$ cat config.mk
export PLATFORM = sky130hd
export DESIGN_NAME = http_request_parser_unit_flat
export DESIGN_NICKNAME = d
export VERILOG_FILES = /design/src/hdl/hrp_pkg.sv /design/src/hdl/hrp_if.sv /design/src/hdl/hrp_step.sv /design/src/hdl/http_request_parser_unit.sv /design/src/flat_wrapper.sv
export SDC_FILE = /design/constraint.sdc
export NUM_CORES = 1
export LEC_CHECK = 0
export BUFFER_PORTS_ARGS = -buffer_cell sky130_fd_sc_hd__buf_2
export CELL_PAD_IN_SITES_DETAIL_PLACEMENT = 1
export CELL_PAD_IN_SITES_GLOBAL_PLACEMENT = 2
export CORE_MARGIN = 1
export CORE_UTILIZATION = 35
export CTS_CLUSTER_DIAMETER = 40
export CTS_CLUSTER_SIZE = 10
export DETAILED_ROUTE_END_ITERATION = 12
export HOLD_SLACK_MARGIN = 0.08
export PLACE_DENSITY = 0.87
export RECOVER_POWER = 50
export SLEW_MARGIN = 10
export SYNTH_ARGS = -nofsm -noshare
export SYNTH_HDL_FRONTEND = slang
export SYNTH_HIERARCHICAL = 1
export SYNTH_SLANG_ARGS = --single-unit
export TNS_END_PERCENT = 30
$ cat constraint.sdc
create_clock -name clk -period 5.5 [get_ports clk]
set_input_delay 0.275 -clock clk [delete_from_list [all_inputs] [get_ports clk]]
set_output_delay 0.275 -clock clk [all_outputs]
set_load 0.005 [all_outputs]
$ cat src/hdl/hrp_pkg.sv
// types, constants and character tables shared by the request parser
package hrp_pkg;

  typedef enum logic [3:0] {
    PH_METHOD     = 4'd0,
    PH_URL_FIRST  = 4'd1,
    PH_URL_PREFIX = 4'd2,
    PH_URL_HOST   = 4'd3,
    PH_URL_PATH   = 4'd4,
    PH_VERSION    = 4'd5,
    PH_HDR_NAME   = 4'd6,
    PH_CONN_WS    = 4'd7,
    PH_CONN_VAL   = 4'd8,
    PH_LEN_WS     = 4'd9,
    PH_LEN_VAL    = 4'd10,
    PH_HDR_SKIP   = 4'd11,
    PH_BODY       = 4'd12
  } hrp_phase_t;

  localparam logic [1:0] ST_BUSY = 2'd0;
  localparam logic [1:0] ST_DONE = 2'd1;
  localparam logic [1:0] ST_BAD  = 2'd2;

  localparam logic [7:0] CH_CR    = 8'h0d;
  localparam logic [7:0] CH_LF    = 8'h0a;
  localparam logic [7:0] CH_SP    = 8'h20;
  localparam logic [7:0] CH_TAB   = 8'h09;
  localparam logic [7:0] CH_SLASH = 8'h2f;
  localparam logic [7:0] CH_H     = 8'h68;
  localparam logic [7:0] CH_ZERO  = 8'h30;
  localparam logic [7:0] CH_NINE  = 8'h39;

  localparam logic [3:0] GET_LEN     = 4'd3;
  localparam logic [3:0] SCHEME_LEN  = 4'd7;
  localparam logic [3:0] VERSION_LEN = 4'd8;
  localparam logic [3:0] KEEP_LEN    = 4'd10;
  localparam logic [3:0] CONN_LEN    = 4'd11;
  localparam logic [3:0] CLEN_LEN    = 4'd15;

  // header_cand bit 0 tracks Connection, bit 1 Content-Length
  typedef struct packed {
    hrp_phase_t  phase;
    logic [3:0]  match_pos;
    logic [1:0]  header_cand;
    logic        cr_seen;
    logic        value_matching;
    logic        keep_alive;
    logic        line_empty;
  } hrp_state_t;

  localparam hrp_state_t STATE_RESET = '{
    phase: PH_METHOD, match_pos: 4'd0, header_cand: 2'b11, cr_seen: 1'b0,
    value_matching: 1'b0, keep_alive: 1'b0, line_empty: 1'b1
  };

  function automatic logic [7:0] to_lower(input logic [7:0] b);
    return (b >= 8'h41 && b <= 8'h5a) ? b + 8'd32 : b;
  endfunction

  function automatic logic is_blank(input logic [7:0] b);
    return (b == CH_SP) || (b == CH_TAB);
  endfunction

  function automatic logic [7:0] get_char(input logic [3:0] i);
    case (i)
      4'd0:    return 8'h67; // g
      4'd1:    return 8'h65; // e
      4'd2:    return 8'h74; // t
      default: return 8'h00;
    endcase
  endfunction

  function automatic logic [7:0] scheme_char(input logic [3:0] i);
    case (i)
      4'd0:    return 8'h68; // h
      4'd1:    return 8'h74; // t
      4'd2:    return 8'h74; // t
      4'd3:    return 8'h70; // p
      4'd4:    return 8'h3a; // :
      4'd5:    return 8'h2f; // /
      4'd6:    return 8'h2f; // /
      default: return 8'h00;
    endcase
  endfunction

  function automatic logic [7:0] version_char(input logic [3:0] i);
    case (i)
      4'd0:    return 8'h68; // h
      4'd1:    return 8'h74; // t
      4'd2:    return 8'h74; // t
      4'd3:    return 8'h70; // p
      4'd4:    return 8'h2f; // /
      4'd5:    return 8'h31; // 1
      4'd6:    return 8'h2e; // .
      4'd7:    return 8'h31; // 1
      default: return 8'h00;
    endcase
  endfunction

  function automatic logic [7:0] conn_char(input logic [3:0] i);
    case (i)
      4'd0:    return 8'h63; // c
      4'd1:    return 8'h6f; // o
      4'd2:    return 8'h6e; // n
      4'd3:    return 8'h6e; // n
      4'd4:    return 8'h65; // e
      4'd5:    return 8'h63; // c
      4'd6:    return 8'h74; // t
      4'd7:    return 8'h69; // i
      4'd8:    return 8'h6f; // o
      4'd9:    return 8'h6e; // n
      4'd10:   return 8'h3a; // :
      default: return 8'h00;
    endcase
  endfunction

  function automatic logic [7:0] clen_char(input logic [3:0] i);
    case (i)
      4'd0:    return 8'h63; // c
      4'd1:    return 8'h6f; // o
      4'd2:    return 8'h6e; // n
      4'd3:    return 8'h74; // t
      4'd4:    return 8'h65; // e
      4'd5:    return 8'h6e; // n
      4'd6:    return 8'h74; // t
      4'd7:    return 8'h2d; // -
      4'd8:    return 8'h6c; // l
      4'd9:    return 8'h65; // e
      4'd10:   return 8'h6e; // n
      4'd11:   return 8'h67; // g
      4'd12:   return 8'h74; // t
      4'd13:   return 8'h68; // h
      4'd14:   return 8'h3a; // :
      default: return 8'h00;
    endcase
  endfunction

  function automatic logic [7:0] keep_char(input logic [3:0] i);
    case (i)
      4'd0:    return 8'h6b; // k
      4'd1:    return 8'h65; // e
      4'd2:    return 8'h65; // e
      4'd3:    return 8'h70; // p
      4'd4:    return 8'h2d; // -
      4'd5:    return 8'h61; // a
      4'd6:    return 8'h6c; // l
      4'd7:    return 8'h69; // i
      4'd8:    return 8'h76; // v
      4'd9:    return 8'h65; // e
      default: return 8'h00;
    endcase
  endfunction

endpackage

$ cat src/hdl/hrp_if.sv
// valid/ready channel interfaces for request bytes and parse results
interface hrp_in_if;
  logic       valid;
  logic       ready;
  logic [7:0] data_byte;
  modport source (output valid, output data_byte, input ready);
  modport sink (input valid, input data_byte, output ready);
endinterface

interface hrp_out_if;
  logic        valid;
  logic        ready;
  logic [1:0]  status;
  logic        path_valid;
  logic [7:0]  path_byte;
  logic        keep_alive;
  logic [31:0] content_length;
  modport source (output valid, output status, output path_valid, output path_byte,
                  output keep_alive, output content_length, input ready);
  modport sink (input valid, input status, input path_valid, input path_byte,
                input keep_alive, input content_length, output ready);
endinterface

$ cat src/hdl/hrp_step.sv
// per-byte parser update: next state and result fields for one byte
module hrp_step
  import hrp_pkg::*;
#(
  parameter int LENGTH_BITS = 32
) (
  input  hrp_state_t             st,
  input  logic [LENGTH_BITS-1:0] len,
  input  logic [LENGTH_BITS-1:0] body,
  input  logic [7:0]             data_byte,
  output hrp_state_t             st_nxt,
  output logic [LENGTH_BITS-1:0] len_nxt,
  output logic [LENGTH_BITS-1:0] body_nxt,
  output logic [1:0]             status,
  output logic                   emit,
  output logic                   keep_alive,
  output logic [LENGTH_BITS-1:0] len_out
);

  hrp_state_t             su;
  logic [LENGTH_BITS-1:0] lu;
  logic [LENGTH_BITS-1:0] bu;
  logic [7:0]             lb;
  logic [3:0]             mp;
  logic [1:0]             cand;
  logic [LENGTH_BITS+3:0] scaled;

  // length times ten plus digit, overflow shows in the top four bits
  assign scaled = {1'b0, len, 3'b000} + {3'b000, len, 1'b0}
                + {{(LENGTH_BITS){1'b0}}, data_byte[3:0] - CH_ZERO[3:0]};

  always_comb begin
    su     = st;
    lu     = len;
    bu     = body;
    status = ST_BUSY;
    emit   = 1'b0;
    lb     = to_lower(data_byte);
    mp     = st.match_pos;
    cand   = st.header_cand;

    if (st.phase == PH_BODY) begin
      // body bytes only count down
      if (body != '0) bu = body - 1'b1;
      status = (bu == '0) ? ST_DONE : ST_BUSY;
    end else if (st.cr_seen) begin
      // line end handling
      su.cr_seen = 1'b0;
      if (data_byte != CH_LF) begin
        status = ST_BAD;
      end else begin
        case (st.phase)
          PH_VERSION: begin
            if (st.match_pos == VERSION_LEN) begin
              su.phase = PH_HDR_NAME; su.match_pos = '0; su.header_cand = 2'b11;
              su.value_matching = 1'b0; su.line_empty = 1'b1;
            end else begin
              status = ST_BAD;
            end
          end
          PH_HDR_NAME, PH_CONN_WS, PH_CONN_VAL, PH_LEN_WS, PH_LEN_VAL, PH_HDR_SKIP: begin
            if (st.line_empty) begin
              if (len != '0) begin
                su.phase = PH_BODY;
                bu = len;
              end else begin
                status = ST_DONE;
              end
            end else begin
              if (st.phase == PH_CONN_VAL && st.value_matching && st.match_pos == KEEP_LEN)
                su.keep_alive = 1'b1;
              su.phase = PH_HDR_NAME; su.match_pos = '0; su.header_cand = 2'b11;
              su.value_matching = 1'b0; su.line_empty = 1'b1;
            end
          end
          default: status = ST_BAD;
        endcase
      end
    end else if (data_byte == CH_CR) begin
      su.cr_seen = 1'b1;
    end else if (data_byte == CH_LF) begin
      status = ST_BAD;
    end else begin
      // ordinary line byte
      case (st.phase)
        PH_METHOD: begin
          if (mp < GET_LEN && lb == get_char(mp)) begin
            su.match_pos = mp + 1'b1;
          end else if (mp == GET_LEN && is_blank(data_byte)) begin
            su.phase = PH_URL_FIRST; su.match_pos = '0;
          end else begin
            status = ST_BAD;
          end
        end
        PH_URL_FIRST: begin
          if (data_byte == CH_SLASH) begin
            su.phase = PH_URL_PATH; emit = 1'b1;
          end else if (lb == CH_H) begin
            su.phase = PH_URL_PREFIX; su.match_pos = 4'd1;
          end else begin
            status = ST_BAD;
          end
        end
        PH_URL_PREFIX: begin
          if (mp < SCHEME_LEN && lb == scheme_char(mp)) begin
            su.match_pos = mp + 1'b1;
            if (mp + 1'b1 == SCHEME_LEN) su.phase = PH_URL_HOST;
          end else begin
            status = ST_BAD;
          end
        end
        PH_URL_HOST: begin
          if (data_byte == CH_SLASH) begin
            su.phase = PH_URL_PATH; emit = 1'b1;
          end else if (is_blank(data_byte)) begin
            status = ST_BAD;
          end
        end
        PH_URL_PATH: begin
          if (is_blank(data_byte)) begin
            su.phase = PH_VERSION; su.match_pos = '0;
          end else begin
            emit = 1'b1;
          end
        end
        PH_VERSION: begin
          if (mp < VERSION_LEN && lb == version_char(mp)) su.match_pos = mp + 1'b1;
          else status = ST_BAD;
        end
        PH_HDR_NAME: begin
          // narrow down the header names still possible
          su.line_empty = 1'b0;
          if (mp >= CLEN_LEN || lb != clen_char(mp)) cand[1] = 1'b0;
          if (mp >= CONN_LEN || lb != conn_char(mp)) cand[0] = 1'b0;
          su.header_cand = cand;
          su.match_pos   = mp + 1'b1;
          if (cand[0] && mp + 1'b1 == CONN_LEN) begin
            su.phase = PH_CONN_WS;
          end else if (cand[1] && mp + 1'b1 == CLEN_LEN) begin
            su.phase = PH_LEN_WS;
            lu = '0;
          end else if (cand == 2'b00) begin
            su.phase = PH_HDR_SKIP;
          end
        end
        PH_CONN_WS, PH_CONN_VAL: begin
          su.line_empty = 1'b0;
          if (!(st.phase == PH_CONN_WS && is_blank(data_byte))) begin
            // first value byte restarts the keep-alive match
            if (st.phase == PH_CONN_WS) begin
              su.phase = PH_CONN_VAL;
              mp = '0;
              su.value_matching = 1'b1;
              su.match_pos = '0;
            end
            if (su.value_matching && mp < KEEP_LEN && lb == keep_char(mp))
              su.match_pos = mp + 1'b1;
            else
              su.value_matching = 1'b0;
          end
        end
        PH_LEN_WS, PH_LEN_VAL: begin
          su.line_empty = 1'b0;
          if (!(st.phase == PH_LEN_WS && is_blank(data_byte))) begin
            if (st.phase == PH_LEN_WS) begin
              su.phase = PH_LEN_VAL;
              su.value_matching = 1'b1;
            end
            if (su.value_matching && data_byte >= CH_ZERO && data_byte <= CH_NINE) begin
              // saturate once the value would overflow
              if (scaled[LENGTH_BITS+3:LENGTH_BITS] != 4'd0) lu = '1;
              else lu = scaled[LENGTH_BITS-1:0];
            end else begin
              su.value_matching = 1'b0;
            end
          end
        end
        PH_HDR_SKIP: su.line_empty = 1'b0;
        default:     status = ST_BAD;
      endcase
    end

    // a finished or bad request restarts the parser
    keep_alive = su.keep_alive;
    len_out    = lu;
    if (status != ST_BUSY) begin
      st_nxt   = STATE_RESET;
      len_nxt  = '0;
      body_nxt = '0;
    end else begin
      st_nxt   = su;
      len_nxt  = lu;
      body_nxt = bu;
    end
  end

endmodule

$ cat src/hdl/http_request_parser_unit.sv
// top level of the request parser: input register, byte update, result register
//
// Request bytes enter on in_ch, one beat per byte; every byte yields exactly one
// result beat on out_ch with status (busy, complete, bad), an optional URL path
// byte, the keep-alive flag and the Content-Length value so far.
// An accepted byte first sits in the input register, then the per-byte update writes
// the parser state and the result register together. One byte per cycle is sustained
// while out_ch does not stall; the parser state loop (phase, match position, length
// accumulator) closes through the combinational per-byte update and the state register.
// After a complete or bad result the parser restarts from its reset state on
// the next byte.
// Reset (rst_n low, synchronous) empties both registers and returns the parser
// to the method phase with keep-alive and lengths cleared.
// When out_ch stalls, the result register holds and the input register still
// takes one byte; in_ch.ready drops only when both are full.
module http_request_parser_unit
  import hrp_pkg::*;
#(
  parameter int LENGTH_BITS = 32
) (
  input  logic       clk,
  input  logic       rst_n,
  hrp_in_if.sink     in_ch,
  hrp_out_if.source  out_ch
);

  logic                   in_vld_r;
  logic [7:0]             in_byte_r;
  logic                   out_vld_r;
  logic [1:0]             status_r;
  logic                   path_vld_r;
  logic [7:0]             path_byte_r;
  logic                   keep_r;
  logic [31:0]            clen_r;
  hrp_state_t             st_r;
  hrp_state_t             st_nxt;
  logic [LENGTH_BITS-1:0] len_r;
  logic [LENGTH_BITS-1:0] len_nxt;
  logic [LENGTH_BITS-1:0] body_r;
  logic [LENGTH_BITS-1:0] body_nxt;
  logic [1:0]             status_nxt;
  logic                   emit_nxt;
  logic                   keep_nxt;
  logic [LENGTH_BITS-1:0] len_out;
  logic [LENGTH_BITS+31:0] len_ext;
  logic                   out_free;
  logic                   adv;

  // handshake between the two register stages
  assign out_free    = !out_vld_r || out_ch.ready;
  assign adv         = in_vld_r && out_free;
  assign in_ch.ready = !in_vld_r || out_free;

  hrp_step #(.LENGTH_BITS(LENGTH_BITS)) u_step (
    .st         (st_r),
    .len        (len_r),
    .body       (body_r),
    .data_byte  (in_byte_r),
    .st_nxt     (st_nxt),
    .len_nxt    (len_nxt),
    .body_nxt   (body_nxt),
    .status     (status_nxt),
    .emit       (emit_nxt),
    .keep_alive (keep_nxt),
    .len_out    (len_out)
  );

  assign len_ext = {32'd0, len_out};

  // input register
  always_ff @(posedge clk) begin
    if (!rst_n) begin
      in_vld_r <= 1'b0;
    end else if (in_ch.ready) begin
      in_vld_r <= in_ch.valid;
    end
    if (in_ch.valid && in_ch.ready) in_byte_r <= in_ch.data_byte;
  end

  // parser state
  always_ff @(posedge clk) begin
    if (!rst_n) begin
      st_r   <= STATE_RESET;
      len_r  <= '0;
      body_r <= '0;
    end else if (adv) begin
      st_r   <= st_nxt;
      len_r  <= len_nxt;
      body_r <= body_nxt;
    end
  end

  // result register
  always_ff @(posedge clk) begin
    if (!rst_n) begin
      out_vld_r <= 1'b0;
    end else if (out_free) begin
      out_vld_r <= in_vld_r;
    end
    if (adv) begin
      status_r    <= status_nxt;
      path_vld_r  <= emit_nxt;
      path_byte_r <= emit_nxt ? in_byte_r : 8'd0;
      keep_r      <= keep_nxt;
      clen_r      <= len_ext[31:0];
    end
  end

  assign out_ch.valid          = out_vld_r;
  assign out_ch.status         = status_r;
  assign out_ch.path_valid     = path_vld_r;
  assign out_ch.path_byte      = path_byte_r;
  assign out_ch.keep_alive     = keep_r;
  assign out_ch.content_length = clen_r;

  // a path byte only comes while the request is still in progress
  a_path_busy: assert property (@(posedge clk) disable iff (!rst_n)
    out_vld_r && path_vld_r |-> status_r == ST_BUSY)
    else $error("path byte reported with a final status");

  // a final status restarts the parser
  a_restart: assert property (@(posedge clk) disable iff (!rst_n)
    adv && status_nxt != ST_BUSY |=> st_r.phase == PH_METHOD && len_r == '0 && body_r == '0)
    else $error("parser did not restart after a final status");

  // the body phase always has bytes left
  a_body_left: assert property (@(posedge clk) disable iff (!rst_n)
    st_r.phase == PH_BODY |-> body_r != '0)
    else $error("body phase with nothing remaining");

  // a free result register never blocks input
  a_ready: assert property (@(posedge clk) disable iff (!rst_n)
    out_free |-> in_ch.ready)
    else $error("input stalled while the result register is free");

endmodule
$ cat src/flat_wrapper.sv
// flat-port wrapper written by rule: the top's interface ports become plain ports
module http_request_parser_unit_flat import hrp_pkg::*;
#(
  parameter int LENGTH_BITS = 32
)
  (clk, rst_n, in_ch_valid, in_ch_data_byte, in_ch_ready, out_ch_valid, out_ch_status, out_ch_path_valid, out_ch_path_byte, out_ch_keep_alive, out_ch_content_length, out_ch_ready);
  hrp_in_if in_ch_i ();
  hrp_out_if out_ch_i ();
  input  logic clk;
  input  logic rst_n;
  input wire logic [$bits(in_ch_i.valid)-1:0] in_ch_valid;
  input wire logic [$bits(in_ch_i.data_byte)-1:0] in_ch_data_byte;
  output wire logic [$bits(in_ch_i.ready)-1:0] in_ch_ready;
  output wire logic [$bits(out_ch_i.valid)-1:0] out_ch_valid;
  output wire logic [$bits(out_ch_i.status)-1:0] out_ch_status;
  output wire logic [$bits(out_ch_i.path_valid)-1:0] out_ch_path_valid;
  output wire logic [$bits(out_ch_i.path_byte)-1:0] out_ch_path_byte;
  output wire logic [$bits(out_ch_i.keep_alive)-1:0] out_ch_keep_alive;
  output wire logic [$bits(out_ch_i.content_length)-1:0] out_ch_content_length;
  input wire logic [$bits(out_ch_i.ready)-1:0] out_ch_ready;
  assign in_ch_i.valid = in_ch_valid;
  assign in_ch_i.data_byte = in_ch_data_byte;
  assign in_ch_ready = in_ch_i.ready;
  assign out_ch_valid = out_ch_i.valid;
  assign out_ch_status = out_ch_i.status;
  assign out_ch_path_valid = out_ch_i.path_valid;
  assign out_ch_path_byte = out_ch_i.path_byte;
  assign out_ch_keep_alive = out_ch_i.keep_alive;
  assign out_ch_content_length = out_ch_i.content_length;
  assign out_ch_i.ready = out_ch_ready;
  http_request_parser_unit #(.LENGTH_BITS(LENGTH_BITS)) u_core (.clk(clk), .rst_n(rst_n), .in_ch(in_ch_i), .out_ch(out_ch_i));
endmodule
==> summary.md <==
| Metric | Value |
|---|---|
| Final setup TNS | 0 ns |
| Post-Syn Area per Cell | 7.73 µm² |
| Synth Register Bits | between 100 and 150 |
| Logic pwr share | 0.065 |
| Static Leak | about 0.0053 µW |
| Slew headroom | -1.31 |
| Port Buffers | 57 |
| Pint | 1730 µW |
| Tmin final | 4.84 ns |
| Via density | 6.00 |
| Routed Antenna Nets | 0 |
| Fin area | 0.0135 mm² |
| Post-synth ARST share | 0 |
| Final setup violation count | 0 |
| Fraction of layout cells with a size suffix above 1 | 0.0956 |
| Switching power | 611 µW |
| H-tree Lvls | 4 |
| Clock Skew | 0.0146 ns |
| Main flop type after synthesis | dfxtp_1 |
| Syn_nets | about 1,700 |
| Die Wd | 190 µm |
| Worst IR Drop VDD | between 200 and 250 µV |
| Row cnt | 68 |
| CP Max Fanout | 52 |
| Die ar. | between 0.03 and 0.04 mm² |
| Post-CTS Setup Bufs | 0 |
| Routed WL | approximately 44,000 µm |
| CP Capture Type | register |
| GRT met1 Usage | 0.306 |
| I/O Pins | 58 |
| Post-synth EDFFs | 52 |
| Failing checks | capacitance limit, slew limit |
| Outcome | complete, but fails checks |
| Arrival time at the worst endpoint | between 4 and 5 ns |
| Cell count after synthesis | 1,603 |
| Slew Viols, Final | 53 |
| Flop pwr share | 0.448 |
| Global-route usage over all layers | 0.244 |
| Root Driver | clkbuf_16 |
| Mapped cell area | 0.0124 mm² |
| Warnings from Yosys | 6 |
| Clock Sinks | between 100 and 150 |
| DR WL/cell | ~21 µm |
| Clk buf depth | 2 |
| Global-route wire length before repair | 70,300 µm |
| Switching part of the total | 0.261 |
| Hold path startpoint | in_ch_valid |
| Final Wtd Congestion | 0.940 |
| Largest net degree at the start of global routing | 103 |
| Global-route track usage on met3 | 0.0264 |
| Initial antenna violation count | 0 |
| Area grow syn2layout | 9.18% |
| Worst Setup SP | u_core/out_ch.valid |
| Most frequent cells in the layout | 301 x nand2_1, 112 x nor2_1, 88 x a21oi_1, 82 x mux2i_1, 80 x dfxtp_1 |
| Crit path required time | 5.54 ns |
| Clk_lat worst skew | about 0.44 ns |
| Peak Freq | around 210 MHz |
| Clock transition at path regs | approximately 0.070 ns |
| Layout Nets | 1,700 |
| Worst R2R Start | u_core/out_ch.valid |
| CTS tree | done |
| Commonest non-fill, non-tap cell in the layout | nand2_1 |
| Final hold violation count | 0 |
| Synth unique cells | 98 |
| Initial DRC count | between 800 and 900 |
| Core Util, Final | 0.390 |
| Placed Area | 0.0129 mm² |
| CTS Buf Count | 17 |
| Power Dens Cells | between 150 and 200 mW/mm² |
| Startpoint types | register |
| Vias in the first global route | 12,600 |
| Dpl ws | 0.947 ns |
| Congestion Overflow GR | 0 |
| Worst-margin pin slew | 3.46 ns |
| Pre-Repair DR Iteration Count | 5 |
| DP HPWL | 31,600 µm |
| Global route hottest layer | met2 |
| Sequential area share after synthesis | 0.255 |
| Max-Cap Viols | 1 |
| Initial Utilization | 0.357 |
| Number of fill cells in the layout | 4,333 |
| Fin worst setup slack | 0.665 ns |
| Vias after detailed routing | 12,500 |
| Die height | ~190 µm |
| RSZ-0062 raised after global routing | no |
| DRC Markers | 0 |
| Grt met2 use | 0.426 |
| CP Class | register to register |
| Period utilisation layout | 0.879 |
| Diode count | 0 |
| Hold Crit Class | input pin to register |
| Core ar. | approximately 0.035 mm² |
| Clk pwr share | 0.487 |
-- per-layer routing --
| metal | share of wire | routed length [µm] | up-vias |
|---|---|---|---|
| met3 | 0.034 | 1490 | 85 |
| met2 | 0.49 | 21500 | 283 |
| met1 | 0.44 | 19500 | 6168 |
| met5 | 0 | 0 | - |
| li1 | - | - | 5920 |
| met4 | 0.033 | 1450 | 0 |
-- registers in the layout (all words and copies together) (netlist names) --
signal                        count
u_core/body_r                    32
u_core/in_vld_r                   1
u_core/out_ch.status              2
u_core/out_ch.path_byte           8
u_core/out_ch.path_valid          1
u_core/out_ch.content_length     32
u_core/len_r                     32
u_core/st_r                      14
u_core/out_ch.valid               1
u_core/out_ch.keep_alive          1
u_core/in_byte_r                  8
-- power groups by stage --
stage	registers [µW]	clock network (µW)	logic [µW]
global placement	1070	0	143
CTS	1050	1170	152
floorplan	1060	0	117
finish	1050	1140	152
global route	1050	1200	163
detailed placement	1070	0	146
-- synth_stat cells (10+ instances only) --
| library cell | n | share of area |
|---|---|---|
| o21a_1 | 13 | 0.0079 |
| o31a_1 | 18 | 0.013 |
| nand3_1 | 53 | 0.021 |
| nor3_1 | 60 | 0.024 |
| and2_1 | 14 | 0.0071 |
| a21o_1 | 15 | 0.0091 |
| clkbuf_1 | 71 | 0.022 |
| a31oi_1 | 28 | 0.014 |
| nor3b_1 | 10 | 0.0061 |
| dfxtp_1 | 80 | 0.13 |
| xnor2_1 | 27 | 0.019 |
| and3_1 | 13 | 0.0066 |
| or3_1 | 11 | 0.0056 |
| nor4_1 | 34 | 0.017 |
| xor2_1 | 17 | 0.012 |
| a221oi_1 | 11 | 0.0078 |
| ha_1 | 78 | 0.079 |
| a211oi_1 | 17 | 0.010 |
| buf_2 | 18 | 0.0073 |
| nand2b_1 | 23 | 0.012 |
| o211ai_1 | 12 | 0.0073 |
| a21oi_1 | 88 | 0.036 |
| nand4_1 | 15 | 0.0076 |
| edfxtp_1 | 52 | 0.13 |
| a22oi_1 | 10 | 0.0061 |
| nand2_1 | 301 | 0.091 |
| o21ai_0 | 76 | 0.031 |
| nor2_1 | 112 | 0.034 |
| mux2i_1 | 82 | 0.066 |
| o311a_1 | 14 | 0.011 |
| inv_1 | 33 | 0.010 |
| nor2b_1 | 17 | 0.0086 |
-- area by class of cell --
class                   instances  area, µm²  share of cell area
multi-input cells            1324       8520               0.629
flip-flops and latches        132       3160               0.234
repair buffers                 98        587              0.0434
well taps                     455        569              0.0421
clock buffers                  20        458              0.0338
inverters                      35        131             0.00971
clock inverters                12        105             0.00777
-- worst paths after layout --
kind	slack (ns)	cells past startpoint	endpoint
worst max-delay path	0.66	3	u_core/out_ch.content_length[26]
worst min-delay path	0.14	3	u_core/in_vld_r
worst max register to register	0.66	3	u_core/out_ch.content_length[26]
worst min register to register	0.48	2	u_core/body_r[1]
-- worst max-delay path, stage by stage (launching register included) --
cell      delay [ns]
dfxtp_1         0.33
nor2b_1         0.31
nor2_2          2.59
clkbuf_2        1.16
-- timing repair --
item                       4_1_cts  5_1_grt
resized for setup                0        0
hold endpoints to repair         8        0
setup endpoints to repair        0        0
hold buffers                     8        0
-- kinds of logic after synthesis --
family	synth area share
simple gates	0.271
buf+inv	0.0573
compound gates	0.234
xor+xnor	0.0311
flops	0.255
fa+ha+maj	0.0820
mux	0.0699
-- per-stage QoR --
stage          power, µW  cells  hold WS (ns)
2_1_floorplan       1170   1603         0.374
3_3_place_gp        1210   2036         0.455
3_5_place_dp        1220   2036         0.455
4_1_cts             2370   2076         0.111
5_1_grt             2420   2076         0.139
6_report            2340   2076         0.141
(Power assumes the default switching activity.)
